**src/hdl/fps_pkg.sv**
```systemverilog
package fps_pkg;

   localparam int TIMER_WIDTH = 32;
   localparam int MS_WIDTH = 16;
   localparam int MASS_WIDTH = 17;
   localparam int CSR_INDEX_WIDTH = 3;

   typedef logic [TIMER_WIDTH-1:0] timer_type;
   typedef logic [MS_WIDTH-1:0] ms_type;
   typedef logic [MASS_WIDTH-1:0] mass_type;
   typedef logic [1:0] op_type;
   typedef logic [1:0] phase_type;
   typedef logic [1:0] err_type;
   typedef logic [CSR_INDEX_WIDTH-1:0] csr_index_type;

   typedef struct packed {
      ms_type hold;
      logic fire;
   } limit_type;

   localparam op_type OP_TICK = 2'd0;
   localparam op_type OP_ARM = 2'd1;
   localparam op_type OP_LAUNCH = 2'd2;

   localparam phase_type PH_PREFLIGHT = 2'd0;
   localparam phase_type PH_ARMED = 2'd1;
   localparam phase_type PH_FLIGHT = 2'd2;
   localparam phase_type PH_RECOVERY = 2'd3;

   localparam err_type ERR_NONE = 2'd0;
   localparam err_type ERR_ARM_UNSAFE = 2'd1;
   localparam err_type ERR_ARM_NOT_PREFLIGHT = 2'd2;
   localparam err_type ERR_LAUNCH_NOT_ARMED = 2'd3;

   localparam csr_index_type CSR_MASS_THRESHOLD = 3'd0;
   localparam csr_index_type CSR_ARM_DWELL = 3'd1;
   localparam csr_index_type CSR_PHASE_DWELL = 3'd2;
   localparam csr_index_type CSR_DEPLOY_DWELL = 3'd3;
   localparam csr_index_type CSR_CHUTE_HOLDOFF = 3'd4;

   localparam mass_type RST_MASS_THRESHOLD = 17'd32768;
   localparam ms_type RST_ARM_DWELL = 16'd250;
   localparam ms_type RST_PHASE_DWELL = 16'd1000;
   localparam ms_type RST_DEPLOY_DWELL = 16'd250;
   localparam ms_type RST_CHUTE_HOLDOFF = 16'd1000;

   // saturating dwell timer, cleared when its condition drops
   function automatic timer_type dwell(timer_type t, ms_type d, logic cond);
      logic [TIMER_WIDTH:0] sum;
      sum = {1'b0, t} + {{(TIMER_WIDTH + 1 - MS_WIDTH){1'b0}}, d};
      if (!cond) begin
         return '0;
      end else if (sum[TIMER_WIDTH]) begin
         return '1;
      end else begin
         return sum[TIMER_WIDTH-1:0];
      end
   endfunction

   // rate limiter of one chute
   function automatic limit_type limiter(ms_type hold, ms_type d, logic want,
                                         ms_type holdoff);
      limit_type r;
      r.hold = '0;
      r.fire = 1'b0;
      if (hold > d) begin
         r.hold = hold - d;
      end else if (want) begin
         r.hold = holdoff;
         r.fire = 1'b1;
      end
      return r;
   endfunction

endpackage

```
**src/hdl/flight_phase_sequencer.sv**
```systemverilog
// Channel  Direction  Handshake              Word
// req      in         req_valid / req_stall  operation, delta, three masses
// rsp      out        rsp_valid / rsp_stall  phase, flags, fire pulses, error
// csr      in         csr_valid / csr_ready  register index, write data
//
// One item per cycle while rsp is not stalled. A word accepted on req passes
// through the input register and then the result register to rsp, with the
// sequencer state updated as the result register loads.
// Reset is synchronous, active high; it restores the register defaults,
// preflight and clears all timers. csr_ready is always high.
// A stalled rsp holds the result and the input register; req stalls only
// when both are full.
module flight_phase_sequencer (
   input  logic                   clock,
   input  logic                   reset,
   input  logic                   req_valid,
   output logic                   req_stall,
   input  fps_pkg::op_type        req_operation,
   input  fps_pkg::ms_type        req_delta_ms,
   input  fps_pkg::mass_type      req_ground_mass,
   input  fps_pkg::mass_type      req_drogue_mass,
   input  fps_pkg::mass_type      req_main_mass,
   output logic                   rsp_valid,
   input  logic                   rsp_stall,
   output fps_pkg::phase_type     rsp_phase,
   output logic                   rsp_phase_changed,
   output logic                   rsp_arm_permitted,
   output logic                   rsp_fire_drogue,
   output logic                   rsp_fire_main,
   output logic                   rsp_fire_igniter,
   output fps_pkg::err_type       rsp_error_code,
   input  logic                   csr_valid,
   output logic                   csr_ready,
   input  fps_pkg::csr_index_type csr_index,
   input  fps_pkg::mass_type      csr_data
);
   import fps_pkg::*;

   mass_type  mass_threshold_ff;
   ms_type    arm_dwell_ff;
   ms_type    phase_dwell_ff;
   ms_type    deploy_dwell_ff;
   ms_type    chute_holdoff_ff;

   logic      s1_valid_ff;
   op_type    s1_operation_ff;
   ms_type    s1_delta_ff;
   mass_type  s1_ground_ff;
   mass_type  s1_drogue_ff;
   mass_type  s1_main_ff;

   phase_type phase_ff, phase_in;
   logic      arm_ok_ff, arm_ok_in;
   timer_type ground_time_ff, ground_time_in;
   timer_type airborne_time_ff, airborne_time_in;
   timer_type drogue_time_ff, drogue_time_in;
   timer_type main_time_ff, main_time_in;
   ms_type    drogue_hold_ff, drogue_hold_in;
   ms_type    main_hold_ff, main_hold_in;

   logic      rsp_valid_ff;
   phase_type rsp_phase_ff;
   logic      rsp_changed_ff;
   logic      rsp_arm_ff;
   logic      rsp_drogue_ff, rsp_drogue_in;
   logic      rsp_main_ff, rsp_main_in;
   logic      rsp_igniter_ff, rsp_igniter_in;
   err_type   rsp_error_ff, rsp_error_in;

   logic      advance;
   logic      process;
   logic      grounded;
   logic      in_flight;
   phase_type mid_phase;
   limit_type drogue_lim;
   limit_type main_lim;

   assign advance = !rsp_valid_ff || !rsp_stall;
   assign process = advance && s1_valid_ff;
   assign req_stall = s1_valid_ff && !advance;
   assign csr_ready = 1'b1;

   always_ff @(posedge clock) begin
      if (reset) begin
         mass_threshold_ff <= RST_MASS_THRESHOLD;
         arm_dwell_ff <= RST_ARM_DWELL;
         phase_dwell_ff <= RST_PHASE_DWELL;
         deploy_dwell_ff <= RST_DEPLOY_DWELL;
         chute_holdoff_ff <= RST_CHUTE_HOLDOFF;
      end else if (csr_valid && csr_ready) begin
         unique case (csr_index)
            CSR_MASS_THRESHOLD: mass_threshold_ff <= csr_data;
            CSR_ARM_DWELL: arm_dwell_ff <= csr_data[MS_WIDTH-1:0];
            CSR_PHASE_DWELL: phase_dwell_ff <= csr_data[MS_WIDTH-1:0];
            CSR_DEPLOY_DWELL: deploy_dwell_ff <= csr_data[MS_WIDTH-1:0];
            CSR_CHUTE_HOLDOFF: chute_holdoff_ff <= csr_data[MS_WIDTH-1:0];
            default: ;
         endcase
      end
   end

   always_ff @(posedge clock) begin
      if (reset) begin
         s1_valid_ff <= 1'b0;
      end else if (!req_stall) begin
         s1_valid_ff <= req_valid;
      end
   end

   always_ff @(posedge clock) begin
      if (req_valid && !req_stall) begin
         s1_operation_ff <= req_operation;
         s1_delta_ff <= req_delta_ms;
         s1_ground_ff <= req_ground_mass;
         s1_drogue_ff <= req_drogue_mass;
         s1_main_ff <= req_main_mass;
      end
   end

   always_comb begin
      phase_in = phase_ff;
      arm_ok_in = arm_ok_ff;
      ground_time_in = ground_time_ff;
      airborne_time_in = airborne_time_ff;
      drogue_time_in = drogue_time_ff;
      main_time_in = main_time_ff;
      drogue_hold_in = drogue_hold_ff;
      main_hold_in = main_hold_ff;
      rsp_drogue_in = 1'b0;
      rsp_main_in = 1'b0;
      rsp_igniter_in = 1'b0;
      rsp_error_in = ERR_NONE;
      grounded = s1_ground_ff > mass_threshold_ff;
      in_flight = phase_ff == PH_FLIGHT;
      mid_phase = phase_ff;
      drogue_lim = '0;
      main_lim = '0;
      unique case (s1_operation_ff)
         OP_TICK: begin
            ground_time_in = dwell(ground_time_ff, s1_delta_ff, grounded);
            airborne_time_in = dwell(airborne_time_ff, s1_delta_ff, !grounded);
            drogue_time_in = dwell(drogue_time_ff, s1_delta_ff,
                                   in_flight && (s1_drogue_ff > mass_threshold_ff));
            main_time_in = dwell(main_time_ff, s1_delta_ff,
                                 in_flight && (s1_main_ff > mass_threshold_ff));
            arm_ok_in = ground_time_in > {{(TIMER_WIDTH - MS_WIDTH){1'b0}}, arm_dwell_ff};
            if (airborne_time_in > {{(TIMER_WIDTH - MS_WIDTH){1'b0}}, phase_dwell_ff}
                && !in_flight) begin
               mid_phase = PH_FLIGHT;
            end
            phase_in = mid_phase;
            if (ground_time_in > {{(TIMER_WIDTH - MS_WIDTH){1'b0}}, phase_dwell_ff}
                && mid_phase == PH_FLIGHT) begin
               phase_in = PH_RECOVERY;
            end
            drogue_lim = limiter(drogue_hold_ff, s1_delta_ff,
               drogue_time_in > {{(TIMER_WIDTH - MS_WIDTH){1'b0}}, deploy_dwell_ff},
               chute_holdoff_ff);
            main_lim = limiter(main_hold_ff, s1_delta_ff,
               main_time_in > {{(TIMER_WIDTH - MS_WIDTH){1'b0}}, deploy_dwell_ff},
               chute_holdoff_ff);
            drogue_hold_in = drogue_lim.hold;
            main_hold_in = main_lim.hold;
            rsp_drogue_in = drogue_lim.fire;
            rsp_main_in = main_lim.fire;
         end
         OP_ARM: begin
            if (phase_ff != PH_PREFLIGHT) begin
               rsp_error_in = ERR_ARM_NOT_PREFLIGHT;
            end else if (!arm_ok_ff) begin
               rsp_error_in = ERR_ARM_UNSAFE;
            end else begin
               phase_in = PH_ARMED;
            end
         end
         OP_LAUNCH: begin
            if (phase_ff == PH_ARMED) begin
               rsp_igniter_in = 1'b1;
            end else begin
               rsp_error_in = ERR_LAUNCH_NOT_ARMED;
            end
         end
         default: ;
      endcase
   end

   always_ff @(posedge clock) begin
      if (reset) begin
         phase_ff <= PH_PREFLIGHT;
         arm_ok_ff <= 1'b0;
         ground_time_ff <= '0;
         airborne_time_ff <= '0;
         drogue_time_ff <= '0;
         main_time_ff <= '0;
         drogue_hold_ff <= '0;
         main_hold_ff <= '0;
      end else if (process) begin
         phase_ff <= phase_in;
         arm_ok_ff <= arm_ok_in;
         ground_time_ff <= ground_time_in;
         airborne_time_ff <= airborne_time_in;
         drogue_time_ff <= drogue_time_in;
         main_time_ff <= main_time_in;
         drogue_hold_ff <= drogue_hold_in;
         main_hold_ff <= main_hold_in;
      end
   end

   always_ff @(posedge clock) begin
      if (reset) begin
         rsp_valid_ff <= 1'b0;
      end else if (advance) begin
         rsp_valid_ff <= s1_valid_ff;
      end
   end

   always_ff @(posedge clock) begin
      if (process) begin
         rsp_phase_ff <= phase_in;
         rsp_changed_ff <= phase_in != phase_ff;
         rsp_arm_ff <= arm_ok_in;
         rsp_drogue_ff <= rsp_drogue_in;
         rsp_main_ff <= rsp_main_in;
         rsp_igniter_ff <= rsp_igniter_in;
         rsp_error_ff <= rsp_error_in;
      end
   end

   assign rsp_valid = rsp_valid_ff;
   assign rsp_phase = rsp_phase_ff;
   assign rsp_phase_changed = rsp_changed_ff;
   assign rsp_arm_permitted = rsp_arm_ff;
   assign rsp_fire_drogue = rsp_drogue_ff;
   assign rsp_fire_main = rsp_main_ff;
   assign rsp_fire_igniter = rsp_igniter_ff;
   assign rsp_error_code = rsp_error_ff;

   a_igniter_only_armed: assert property (@(posedge clock) disable iff (reset)
      rsp_valid_ff && rsp_igniter_ff |-> rsp_phase_ff == PH_ARMED
                                         && rsp_error_ff == ERR_NONE
                                         && !rsp_changed_ff)
      else $error("igniter pulse outside armed phase");

   a_chute_no_error: assert property (@(posedge clock) disable iff (reset)
      rsp_valid_ff && (rsp_drogue_ff || rsp_main_ff) |-> rsp_error_ff == ERR_NONE
                                                          && !rsp_igniter_ff)
      else $error("chute pulse on a command word");

   a_drogue_holdoff_loaded: assert property (@(posedge clock) disable iff (reset)
      rsp_valid_ff && rsp_drogue_ff |-> drogue_hold_ff == chute_holdoff_ff)
      else $error("drogue holdoff not loaded on fire");

   a_timers_exclusive: assert property (@(posedge clock) disable iff (reset)
      ground_time_ff != '0 |-> airborne_time_ff == '0)
      else $error("ground and airborne dwell both running");

   a_stall_holds_state: assert property (@(posedge clock) disable iff (reset)
      rsp_valid_ff && rsp_stall |=> $stable(phase_ff) && $stable(ground_time_ff))
      else $error("state moved while result stalled");

endmodule
```
**config.mk**
```make
export PLATFORM = sky130hd
export DESIGN_NAME = flight_phase_sequencer
export DESIGN_NICKNAME = d
export VERILOG_FILES = /design/src/hdl/fps_pkg.sv /design/src/hdl/flight_phase_sequencer.sv
export SDC_FILE = /design/constraint.sdc
export NUM_CORES = 1
export LEC_CHECK = 0
export CORE_MARGIN = 2
export CORE_UTILIZATION = 35
export CTS_CLUSTER_DIAMETER = 60
export DETAILED_ROUTE_END_ITERATION = 6
export DONT_BUFFER_PORTS = 1
export GPL_ROUTABILITY_DRIVEN = 0
export MAX_ROUTING_LAYER = met4
export SYNTH_ARGS = -nofsm -noshare
export SYNTH_HDL_FRONTEND = slang
export SYNTH_SLANG_ARGS = --single-unit
export TNS_END_PERCENT = 5
```
**constraint.sdc**
```tcl
create_clock -name clock -period 7.8 [get_ports clock]
set_input_delay 0 -clock clock [delete_from_list [all_inputs] [get_ports clock]]
set_output_delay 0 -clock clock [all_outputs]
set_load 0.03 [all_outputs]
```
=== Word-level counts from Yosys, hierarchy flattened ===
Index checks and enable logic that the tools add are counted.
Widths: inputs -> output; s select.

* Bits in registers: 324
* Bits in latches: 0
* Bits in writable memories: 0
* Bits in read-only memories: 0
* Input bits: 94
* Output and inout bits: 12
* Logic and storage cells: 106
* Memories kept: 0

* Add/subtract/negate cells: 6
* Multiply operators: 0
* Divide/modulo/power cells: 0
* Magnitude comparators: 10
* Equal/unequal tests: 10
* Shift-type cells: 0
* Mux-type cells: 28
* Bitwise gates (word level): 1
* Reductions and logical operators: 24

{| class="wikitable"
|+ Operators by type and width
! kind !! number
|-
| $mux 32 || 12
|-
| $gt 32x16->1 || 5
|-
| $add 32x16->33 || 4
|-
| $gt 17x17->1 || 3
|-
| $mux 17 || 2
|-
| $gt 16x16->1 || 2
|-
| $mux 16 || 2
|-
| $sub 16x16->16 || 2
|-
| $mux 2 || 7
|-
| $reduce_and 2->1 || 6
|-
| $pmux 2 s2 || 2
|-
| $logic_and 1x1->1 || 7
|-
| $eq 2x2->1 const B || 3
|-
| $eq 3x2->1 const B || 2
|-
| $logic_not 1->1 || 5
|-
| $eq 2x1->1 const B || 2
|-
| $reduce_or 2->1 || 2
|-
| $eq 3x1->1 const B || 1
|-
| $eq 3x3->1 const B || 1
|-
| $logic_not 3->1 || 1
|-
| $mux 1 || 3
|-
| $logic_not 2->1 || 1
|-
| $ne 2x2->1 || 1
|-
| $reduce_bool 2->1 || 1
|-
| 2 further kinds || 2
|}

=== Depth between registers and ports, before layout ===
* Depth after elaboration: 13
* Mapped depth: 23
* Gate-level depth less buffers: 22

=== Worst setup path before layout ===
Ideal clock, no wire load.

* Kind: reg-to-reg
* From: reg s1_delta_ff[0]
* To: reg rsp_phase_ff[1], in the netlist rsp_phase[1], data pin
* Setup time: 0.254 ns
* Arrival: 4.845 ns
* Data required time: 7.546 ns
* Path slack: 2.702 ns
* Stages on the path, launching flop included: 22
* Buffers on the path: 2
* Clock period less this slack: 5.098 ns
* Path through: edfxtp_1 > ha_1 > fa_1 > a211oi_1 > o21bai_1 > a21oi_1 > a21oi_1 > nand2b_1 > clkbuf_1 > clkbuf_1 > a21oi_1 > ha_1 > a21o_1 > a21o_1 > a221oi_1 > o21ai_0 > o21ai_0 > nor3b_1 > nand4_1 > or4b_1 > o21a_1 > a21o_1

* Cells in the longest elaborated chain, start to end: 12
* Elaborated cells between the ends (all ways): 17
* Classes of those cells: 2 x add/sub; 2 x order compare; 1 x eq/ne; 10 x mux; 2 x reduce/logical

{| class="wikitable"
|+ RTL lines
! item !! RTL line !! RTL
|-
| from (decl) || flight_phase_sequencer.sv:47 || <nowiki>ms_type s1_delta_ff;</nowiki>
|-
| from (signal assigned) || flight_phase_sequencer.sv:113 || <nowiki>s1_delta_ff <= req_delta_ms;</nowiki>
|-
| $add 32x16->33 || fps_pkg.sv:50 || <nowiki>sum = {1'b0, t} + {{(TIMER_WIDTH + 1 - MS_WIDTH){1'b0}}, d};</nowiki>
|-
| $mux 32 || fps_pkg.sv:53 || <nowiki>end else if (sum[TIMER_WIDTH]) begin</nowiki>
|-
| $mux 32 || fps_pkg.sv:51 || <nowiki>if (!cond) begin</nowiki>
|-
| $mux 32 || flight_phase_sequencer.sv:138 || <nowiki>unique case (s1_operation_ff)</nowiki>
|-
| $gt 32x16->1 || flight_phase_sequencer.sv:147 || <nowiki>if (airborne_time_in > {{(TIMER_WIDTH - MS_WIDTH){1'b0}}, phase_dwell_ff}</nowiki>
|-
| $logic_and 1x1->1 || flight_phase_sequencer.sv:148 || <nowiki>&& !in_flight) begin</nowiki>
|-
| $mux 2 || flight_phase_sequencer.sv:147 ||
|-
| $mux 2 || flight_phase_sequencer.sv:138 ||
|-
| $eq 2x2->1 || flight_phase_sequencer.sv:153 || <nowiki>&& mid_phase == PH_FLIGHT) begin</nowiki>
|-
| $logic_and 1x1->1 || flight_phase_sequencer.sv:153 ||
|-
| $mux 2 * || flight_phase_sequencer.sv:152 || <nowiki>if (ground_time_in > {{(TIMER_WIDTH - MS_WIDTH){1'b0}}, phase_dwell_ff}</nowiki>
|-
| $pmux 2 s2 * || flight_phase_sequencer.sv:138 ||
|-
| named net phase_in[1] || flight_phase_sequencer.sv:52 || <nowiki>phase_type phase_ff, phase_in;</nowiki>
|-
| to (signal assigned) || flight_phase_sequencer.sv:219 || <nowiki>rsp_phase_ff <= phase_in;</nowiki>
|-
| to (decl) || flight_phase_sequencer.sv:62 || <nowiki>phase_type rsp_phase_ff;</nowiki>
|}

The timed path passes the listed nets; every way through them passes the cells marked *. The select of a mux whose other input is x is not followed.
A chain may end at the register's enable or synchronous reset.

=== Worst setup path after layout ===
Same ends and word-level chain as after synthesis.

==> results by group <==
STA
  • Slew @ Worst Pin: between 1000 and 1500 ps
  • Unrepaired setup endpoints after global routing: no
  • Slew margin rel.: 29.1%
  • # setup viols final: 0
  • Fin. max-slew vios: 0
  • Clk_skew: 29.5 ps
  • Max Fclk: 154 MHz
  • Setup TNS: 0 ps
  • Final Hold Viols: 0
  • Tcrit/Tclk final: a little over four fifths
  • Min Tclk post-route: ~6500 ps

Clocking
  • Root Buffer: clkbuf_16
  • Reg clk slew, reported paths: ~60 ps
  • Number of post-CTS setup repair buffers: 0
  • Worst skew pair latency: 590 ps
  • Hold_buf cts: roughly 100
  • TritonCTS Buffers: 41
  • TritonCTS Sinks: 324
  • CTS tree: built
  • Worst-case clock buffer depth: 3
  • H-tree depth: 2
  • CTS resizes: 0

Global route
  • Vias in the first global route: 20.2k
  • GRT overflow: 0
  • Tot GR Track Use: 22.1%
  • First-pass GRT wire length: 114 mm
  • Largest net degree at the start of global routing: 174
  • Antenna violations before repair: 6

Routing
  • Initial DRC count: slightly above 2k
  • DR vias: roughly 21k
  • WL final: 72.7 mm
  • Post-route ant nets: 0
  • Drt first pass iters: 6
  • Via density: a little under 6
  • Routed len/inst: 19.8 um
  • DR DRC count: 0

Worst setup path
  • Kind of cell adding the most delay to the critical path: compound AO/OA/AOI/OAI gates
  • Crit path buf inv count: 0
  • Slowest CP cell: nand2b_1
  • Crit-path max FO: 25
  • Setup crit start kind: flop
  • Critical path data arrival time: between 6000 and 7000 ps
  • CP max stage delay: 780 ps
  • CP endpoint kind: flop
  • WS Path Type: flop to flop
  • Critical-path cell list: ha_1, fa_1, a211oi_1, o21bai_1, a21oi_1, a21oi_1, nand2b_1, a21oi_1, ha_1, a21o_1, a21o_1, a221oi_1, o21ai_0, o21ai_0, nor3b_1, nand4_1, or4b_1, o21a_1, a21o_1
  • Req. time, crit path: 8130 ps

Final layout
  • Final core utilization: 40.4%
  • Nets: between 3k and 4k
  • Layout area overhead: 14.5%
  • Fraction of layout cells with a size suffix above 1: 4.53%

Power and ir drop
  • Leak: 0.00984 uW
  • VDD IR-drop max: 0.260 mV
  • Power Dens Cells: 174 mW/mm2

Logic synthesis
  • Area leader, netlist: dfxtp_1
  • Number of synthesized flops with an enable pin: 78
  • Async SR Flop Fraction: 0%
  • Top-area cell type share of the netlist area: 22.2%
  • Mapped Area: 0.0222 mm2
  • Library cells used by synthesis: 86
  • Register area share after synthesis: between 30 and 40%
  • Syn Area/Cell: 8.02 um2
  • YS warnings: 0
  • Top cells by area, synth: dfxtp_1 (22%), ha_1 (13%), edfxtp_1 (11%), a21oi_1 (9.1%), nand2_1 (6.7%)
  • Synth Register Bits: 324
  • Synthesized instance count: 2764
  • Post-Syn Nets: just over 3k
  • Main synth FF type: dfxtp_1

Floorplan
  • # IOs: 106
  • DIE HEIGHT: 256 um
  • Std-Cell Rows: just over 90
  • Width of the die: 256 um
  • Core Region: 0.0629 mm2
  • Starting Density: 35.3%
  • Die ar.: ~0.065 mm2

Run status
  • Status: finished, final reports clean

Flow run
  • # Max-Cap Violations: 0

Placed design
  • Hpwl dp: 51.2 mm
  • I/O Buffers: 0

Worst hold path
  • Worst min path class: input port to flop
## placed cells by master (no fill, tap or decap), drive strengths merged, types with 13 or more instances in the layout
master / instances
nor3: 57
edfxtp: 78
a31oi: 46
o21a: 27
inv: 157
and3: 39
a21oi: 404
o31ai: 16
nand2: 393
xor2: 35
or3: 13
and4: 21
xnor2: 45
o21ai: 136
a21o: 60
clkinv: 14
dlygate4sd3: 101
dfxtp: 246
clkbuf: 45
nand4: 52
nor2b: 21
ha: 230
nand3: 68
o211ai: 57
o21bai: 18
buf: 21
nor2: 152
a211oi: 38
and2: 13
## synth_stat cells, drive strengths merged, types with 16 or more instances
| library cell | number |
|---|---|
| a21oi | 404 |
| nand2 | 393 |
| dfxtp | 246 |
| ha | 230 |
| inv | 153 |
| nor2 | 152 |
| o21ai | 136 |
| clkbuf | 112 |
| edfxtp | 78 |
| nand3 | 68 |
| a21o | 60 |
| nor3 | 57 |
| o211ai | 57 |
| nand4 | 52 |
| a31oi | 46 |
| xnor2 | 45 |
| and3 | 39 |
| a211oi | 38 |
| xor2 | 35 |
| o21a | 27 |
| buf | 22 |
| and4 | 21 |
| nor2b | 21 |
| o21bai | 18 |
| o31ai | 16 |
## layer usage
| metal | track usage [%] | wire, um | vias to the layer above |
|---|---|---|---|
| met3 | 3.73 | 5570 | 159 |
| met4 | 7.24 | 2650 | 0 |
| li1 | - | - | 10200 |
| met1 | 29.5 | 32300 | 10200 |
| met2 | 34.1 | 32200 | 874 |
| met5 | - | 0 | - |
## final timing paths
path              depth (start not counted)                            start  slack, ps                              end
setup reg to reg                         19         s1_delta_ff[0]$_DFFE_PP_       1290           rsp_phase[1]$_DFFE_PP_
setup / recovery                         19         s1_delta_ff[0]$_DFFE_PP_       1290           rsp_phase[1]$_DFFE_PP_
hold / removal                            1              req_ground_mass[12]         40       s1_ground_ff[12]$_DFFE_PP_
hold reg to reg                           2  phase_dwell_ff[14]$_SDFFE_PP0P_        450  phase_dwell_ff[14]$_SDFFE_PP0P_
## kinds of logic (layout without fill, tap and decap cells)
| logic type | Yosys count | count (layout) | synth area share [%] |
|---|---|---|---|
| other | 1 | 7 | 0.0169 |
| adders and majority gates | 236 | 236 | 13.5 |
| AOI/OAI and AO/OA | 935 | 935 | 26.3 |
| xor gates and xnor gates | 80 | 80 | 3.16 |
| and+or+nand+nor | 887 | 887 | 18.8 |
| DFF | 324 | 324 | 32.8 |
| muxes | 13 | 13 | 0.592 |
| buffers and inverters | 288 | 352 | 4.93 |
## sequential cells by signal, summed over array words and instances (netlist names), 2 cells and up
name and count:
phase_dwell_ff 16, airborne_time_ff 32, phase_ff 2, drogue_time_ff 32, ground_time_ff 32, main_hold_ff 16
main_time_ff 32, arm_dwell_ff 16, rsp_phase 2, s1_main_ff 17, s1_ground_ff 17, s1_operation_ff 2
deploy_dwell_ff 16, mass_threshold_ff 17, rsp_error_code 2, drogue_hold_ff 16, chute_holdoff_ff 16, s1_drogue_ff 17
s1_delta_ff 16
## power breakdown
group,internal (uW),total [uW],leakage [uW],switching (uW)
clock network,1240,2070,0.000688,829
logic,204,539,0.00640,335
registers,1770,1810,0.00275,46.1
## worst reg2reg max path, stage by stage (launching register included)
cell and delay, ps:
edfxtp_1 580, ha_1 340, fa_1 440, a211oi_1 230
o21bai_1 160, a21oi_1 470, a21oi_1 240, nand2b_1 780
a21oi_1 230, ha_1 370, a21o_1 190, a21o_1 190
a221oi_1 280, o21ai_0 140, o21ai_0 260, nor3b_1 280
nand4_1 110, or4b_1 580, o21a_1 210, a21o_1 180
## layout make-up
type	count	area [um2]
tap	846	1060
inverter	154	578
clock buffer	45	1070
timing repair buffer	122	1190
sequential	324	7270
clock inverter	31	379
multi-input combinational	2152	13800
antenna	6	15.0
fill	6295	37400
## through the flow
step                hold WS [ps]  power (uW)  area [um2]  std cells  setup WS [ps]
global route                25.9        4580       25400       3680           1010
floorplan                   98.9        2180       22200       2764           2700
global placement            85.0        2290       22900       3496           1720
finish                      36.6        4420       25400       3680           1290
detailed placement          87.1        2300       22900       3496           1520
CTS                         4.99        4440       25400       3674           1450
Power figures use the tool's default switching activity.
